<file path="src/rtl/ppfl_pkg.sv">
// Shared types and constants of the page free list allocator.
`timescale 1ns / 1ps
`default_nettype none

package ppfl_pkg;

	localparam int ADDR_W        = 40;
	localparam int COUNT_OUT_W   = 16;
	localparam int CFG_IDX_W     = 1;
	localparam int DEF_PAGE_SIZE = 4096;
	localparam int DEF_MAX_PAGES = 32768;

	localparam logic [CFG_IDX_W-1:0] REG_POOL_BASE  = 1'd0;
	localparam logic [CFG_IDX_W-1:0] REG_POOL_LIMIT = 1'd1;

	typedef enum logic [1:0] {
		OP_INIT  = 2'd0,
		OP_ALLOC = 2'd1,
		OP_FREE  = 2'd2,
		OP_NONE  = 2'd3
	} op_t;

	typedef enum logic [1:0] {
		ST_OK    = 2'd0,
		ST_EMPTY = 2'd1,
		ST_BAD   = 2'd2,
		ST_FULL  = 2'd3
	} status_t;

	// Controller to datapath
	typedef struct packed {
		logic    capture;
		logic    init_start;
		logic    init_size;
		logic    init_clamp;
		logic    push_fill;
		logic    push_free;
		logic    pop;
		logic    load_res;
		logic    res_addr;
		status_t res_st;
	} cmd_t;

	// Datapath to controller
	typedef struct packed {
		logic depth_zero;
		logic full;
		logic free_bad;
		logic fill_done;
		logic init_full;
		logic slot_free;
	} sts_t;

endpackage

`default_nettype wire

</file>
<file path="src/rtl/ppfl_intf.sv">
// Handshake interfaces for the request, response and configuration channels.
`timescale 1ns / 1ps
`default_nettype none

interface ppfl_req_if import ppfl_pkg::*; ();
	logic              valid;
	logic              ready;
	logic [1:0]        operation;
	logic [ADDR_W-1:0] page_address;

	modport source (output valid, output operation, output page_address, input ready);
	modport sink   (input valid, input operation, input page_address, output ready);
endinterface


`default_nettype wire

</file>
<file path="src/rtl/ppfl_ctl.sv">
// Controller: sequences init, alloc and free requests over the datapath.
`timescale 1ns / 1ps
`default_nettype none

module ppfl_ctl import ppfl_pkg::*; (
	input  wire logic clk,
	input  wire logic arst_n,
	ppfl_req_if.sink  req,
	input  wire sts_t sts,
	output cmd_t      cmd
);

	typedef enum logic [2:0] {
		S_IDLE,
		S_RESULT,
		S_FREE,
		S_INIT_SIZE,
		S_INIT_CLAMP,
		S_INIT_FILL
	} state_t;

	state_t  state_q;
	status_t res_st_q;
	logic    res_addr_q;
	logic    acc;
	op_t     op;

	assign req.ready = (state_q == S_IDLE);
	assign acc       = req.valid && req.ready;
	assign op        = op_t'(req.operation);

	always_comb begin
		cmd          = '0;
		cmd.res_st   = res_st_q;
		cmd.res_addr = res_addr_q;
		unique case (state_q)
			S_IDLE: begin
				if (acc) begin
					cmd.capture = 1'b1;
					unique case (op)
						OP_INIT:  cmd.init_start = 1'b1;
						OP_ALLOC: cmd.pop = !sts.depth_zero;
						OP_FREE:  ;
						OP_NONE:  ;
					endcase
				end
			end
			S_RESULT: cmd.load_res = sts.slot_free;
			S_FREE: begin
				cmd.res_addr = 1'b0;
				priority if (sts.free_bad) begin
					cmd.res_st = ST_BAD;
				end else if (sts.full) begin
					cmd.res_st = ST_FULL;
				end else begin
					cmd.res_st = ST_OK;
				end
				// push and report in the same edge
				if (sts.slot_free) begin
					cmd.load_res  = 1'b1;
					cmd.push_free = !sts.free_bad && !sts.full;
				end
			end
			S_INIT_SIZE:  cmd.init_size  = 1'b1;
			S_INIT_CLAMP: cmd.init_clamp = 1'b1;
			S_INIT_FILL:  cmd.push_fill  = !sts.fill_done;
		endcase
	end

	always_ff @(posedge clk or negedge arst_n) begin
		if (!arst_n) begin
			state_q    <= S_IDLE;
			res_st_q   <= ST_OK;
			res_addr_q <= 1'b0;
		end else begin
			unique case (state_q)
				S_IDLE: begin
					if (acc) begin
						unique case (op)
							OP_INIT:  state_q <= S_INIT_SIZE;
							OP_ALLOC: begin
								res_st_q   <= sts.depth_zero ? ST_EMPTY : ST_OK;
								res_addr_q <= !sts.depth_zero;
								state_q    <= S_RESULT;
							end
							OP_FREE:  state_q <= S_FREE;
							OP_NONE: begin
								res_st_q   <= ST_OK;
								res_addr_q <= 1'b0;
								state_q    <= S_RESULT;
							end
						endcase
					end
				end
				S_RESULT: begin
					if (sts.slot_free) begin
						state_q <= S_IDLE;
					end
				end
				S_FREE: begin
					if (sts.slot_free) begin
						state_q <= S_IDLE;
					end
				end
				S_INIT_SIZE:  state_q <= S_INIT_CLAMP;
				S_INIT_CLAMP: state_q <= S_INIT_FILL;
				S_INIT_FILL: begin
					if (sts.fill_done) begin
						res_st_q   <= sts.init_full ? ST_FULL : ST_OK;
						res_addr_q <= 1'b0;
						state_q    <= S_RESULT;
					end
				end
			endcase
		end
	end

endmodule

`default_nettype wire

</file>
<file path="src/flat_wrapper.sv">
// flat-port wrapper written by rule: the top's interface ports become plain ports
module ppfl_ctl_flat import ppfl_pkg::*;
  (clk, arst_n, sts, cmd, req_valid, req_operation, req_page_address, req_ready);
  ppfl_req_if req_i ();
  input  wire logic clk;
  input  wire logic arst_n;
  input  wire sts_t sts;
  output cmd_t cmd;
  input wire logic [$bits(req_i.valid)-1:0] req_valid;
  input wire logic [$bits(req_i.operation)-1:0] req_operation;
  input wire logic [$bits(req_i.page_address)-1:0] req_page_address;
  output wire logic [$bits(req_i.ready)-1:0] req_ready;
  assign req_i.valid = req_valid;
  assign req_i.operation = req_operation;
  assign req_i.page_address = req_page_address;
  assign req_ready = req_i.ready;
  ppfl_ctl u_core (.clk(clk), .arst_n(arst_n), .req(req_i), .sts(sts), .cmd(cmd));
endmodule
</file>
<file path="config.mk">
export PLATFORM = sky130hd
export DESIGN_NAME = ppfl_ctl_flat
export DESIGN_NICKNAME = d
export VERILOG_FILES = /design/src/rtl/ppfl_pkg.sv /design/src/rtl/ppfl_intf.sv /design/src/rtl/ppfl_ctl.sv /design/src/flat_wrapper.sv
export SDC_FILE = /design/constraint.sdc
export NUM_CORES = 1
export LEC_CHECK = 0
export BUFFER_PORTS_ARGS = -buffer_cell sky130_fd_sc_hd__buf_2
export CORE_MARGIN = 3
export CORE_UTILIZATION = 30
export DETAILED_ROUTE_END_ITERATION = 12
export PLACE_DENSITY = 0.83
export SKIP_CTS_REPAIR_TIMING = 1
export SYNTH_ARGS = -nofsm -noshare
export SYNTH_HDL_FRONTEND = slang
export SYNTH_SLANG_ARGS = --single-unit
</file>
<file path="constraint.sdc">
create_clock -name clk -period 1.87 [get_ports clk]
set_input_delay 0.187 -clock clk [delete_from_list [all_inputs] [get_ports clk]]
set_output_delay 0.187 -clock clk [all_outputs]
set_load 0.005 [all_outputs]
</file>
==> results.json <==
{
  "outcome": "finished, final reports clean",
  "critPathCapture": "cmd[9]",
  "r2r-start": "u_core.state_q[0]",
  "ir_drop_uv": 468,
  "placed_area_sq_um": 636,
  "antenna_found_initial": 0,
  "vias_per_cell": 5.13,
  "min_period_over_period_pct": 92.2,
  "rows": 14,
  "overflow": 0,
  "first_pass_iters": 2,
  "drv_cap": 0,
  "final.setup.tns_ps": 0,
  "fin_skew_ps": 4.84,
  "synth_top_area_cell": "dfrtp_1",
  "yosys_most_used_dff": "dfrtp_1",
  "r2r_slack_ps": 510,
  "synth_edf_count": 0,
  "critical_path_depth": 5,
  "arrival_ps": 1540,
  "cts_tree": "done",
  "start_kind": "register",
  "start_util_pct": 32.7,
  "utilization_pct": 43.3,
  "cts.sinks": 6,
  "first_global_vias": 430,
  "path_cells": "or3_4 > inv_1 > and2_1 > nor3b_1 > buf_2",
  "avgSynthCellArea_sq_um": 9.17,
  "critPathMaxFanout": 3,
  "pre_cts_ws_ps": 400,
  "portBuffers": 22,
  "p_total_uw": 832,
  "switching_share_pct": 38.6,
  "place_congestion": 0.722,
  "io-pin-count": 63,
  "dr_total_vias": 498,
  "setup_ws_ps": 145,
  "yosys_warnings": 0,
  "slew-limit-headroom_pct": 79.1,
  "clkTransAtPathRegs_ps": 40,
  "p_leak_nw": 0.363,
  "dieArea_sq_um": 2210,
  "r2r-end": "u_core.res_st_q[0]",
  "holdWs_ps": 221,
  "crit_required_ps": 1680,
  "critPathBufInv": 2,
  "worstSetupEndpointType": "primary output",
  "hold_path_class": "in -> reg",
  "cts_made_buffers": 3,
  "synth.distinct_cells": 31,
  "die_h_um": 47.0,
  "layout.nets": 134,
  "grt_pass1_wl_um": 1780,
  "layout_min_cycle_time_ps": 1720,
  "drive_gt1_share_pct": 42.0,
  "ctsRootBufferMaster": "clkbuf_4",
  "worst_slew_pin_slew_ps": 312,
  "drt-total-wl_um": 1200,
  "power_density_nw_per_um2": 1250,
  "report.final.slew_viol_count": 0,
  "dp_hpwl_um": 971,
  "p_int_uw": 511,
  "core_area_sq_um": 1540,
  "sequentialPowerShare_pct": 25.4,
  "combPwrFrac_pct": 60.7,
  "ys_ff_latch": 6,
  "cts_buffer_depth": 2,
  "fmax_mhz": 580,
  "critPathTopFamily": "simple AND/OR/NAND/NOR gates",
  "hold_violations": 0,
  "power.net_switching_uw": 321,
  "setup_viol": 0,
  "antenna_cells": 0,
  "syn_area_sq_um": 504,
  "layout.cells.non_filler": 97,
  "grt_setup_unrepaired": "no",
  "final_area_sq_um": 668,
  "clockPowerShare_pct": 13.9,
  "placedCellCount": 93,
  "netlist.area_leader.share_pct": 29.8,
  "syn_nets": 106,
  "synth_seq_area_share_pct": 29.8,
  "synth.top_cells.by_area": "dfrtp_1, a21o_1, nor4b_4",
  "worstSkewPairLatency_ps": 240,
  "routedWlPerCell_um": 12.4,
  "cp_slowest_cell": "or3_4",
  "drt_iter0_drc": 14,
  "critPathMaxStageDelay_ps": 410,
  "nFillCells": 155,
  "critical_path.startpoint": "u_core.state_q[2]",
  "postSynth.asyncResetShare_pct": 100,
  "drc": 0,
  "areaGrowthSynthToFinish_pct": 32.5,
  "yosys-top-cells-count": "dfrtp_1, nor2_1, a21o_1, nand2_1, inv_1",
  "grt_max_degree": 14,
  "htreeDepth": 1,
  "fp.dieW_um": 47.0,
  "synthCells": 55,
  "rr_worst_depth": 4,
  "critPathKind": "reg -> out",
  "final_antenna_net_count": 0,
  "gr-usage-all-layers_pct": 11.2
}
==> placed cells by master (no fill, tap or decap), drive strengths merged <==
cell,n
a211o,1
a211oi,1
a21o,4
a21oi,1
a221o,1
a22oi,1
and2,2
and3,1
and4,1
and4bb,1
buf,25
clkbuf,3
dfrtp,6
dlygate4sd3,1
inv,3
mux2i,2
nand2,4
nand2b,1
nand3,1
nand3b,2
nand4bb,1
nor2,6
nor2b,2
nor3,1
nor3b,3
nor4,2
nor4b,1
o21ai,1
or3,1
xnor2,1
==> final cells by class <==
class	count	area [sq um]	area share (%)
inverter	3	11.3	1.69
multi-input combinational	43	322	48.1
tap	16	20.0	3.00
timing repair buffer	26	143	21.3
clock buffer	3	22.5	3.37
sequential	6	150	22.5
==> worst min path at each step <==
| stage | from | endpoint | slack (ps) | depth (start not counted) |
|---|---|---|---|---|
| global route | sts[5] | u_core.res_st_q[0] | 220 | 2 |
| CTS | arst_n | u_core.state_q[1] | -250 | 1 |
| detailed placement | arst_n | u_core.res_st_q[0] | 20 | 1 |
| global placement | arst_n | u_core.res_addr_q | 8 | 1 |
| finish | sts[5] | u_core.res_st_q[0] | 220 | 2 |
| floorplan | arst_n | u_core.res_addr_q | -110 | 0 |
==> layer usage <==
| metal | wire (um) | share of wire, % | track usage [%] |
|---|---|---|---|
| met5 | 0 | 0 | 0 |
| met4 | 0 | 0 | 4.97 |
| met3 | 94 | 7.8 | 3.07 |
| met2 | 580 | 48 | 17.1 |
| met1 | 525 | 44 | 14.7 |
==> flip-flops by register name, summed over array words and instances (netlist names) <==
name,flops
u_core.state_q,3
u_core.res_st_q,2
u_core.res_addr_q,1
==> power by group through the flow <==
stage	combinational, mW	sequential (mW)	clock, mW
finish	0.505	0.212	0.115
global route	0.558	0.219	0.130
CTS	0.507	0.212	0.123
detailed placement	0.507	0.214	0
global placement	0.494	0.207	0
floorplan	0.352	0.220	0
==> kinds of logic after synthesis <==
logic type                share of synthesized area (%)
and+or+nand+nor                                    42.4
DFF                                                29.8
muxes                                              3.97
buffers and inverters                              6.45
xor gates and xnor gates                           1.74
AOI/OAI and AO/OA                                  15.6
No activity file was read; power rests on OpenSTA's default activity.
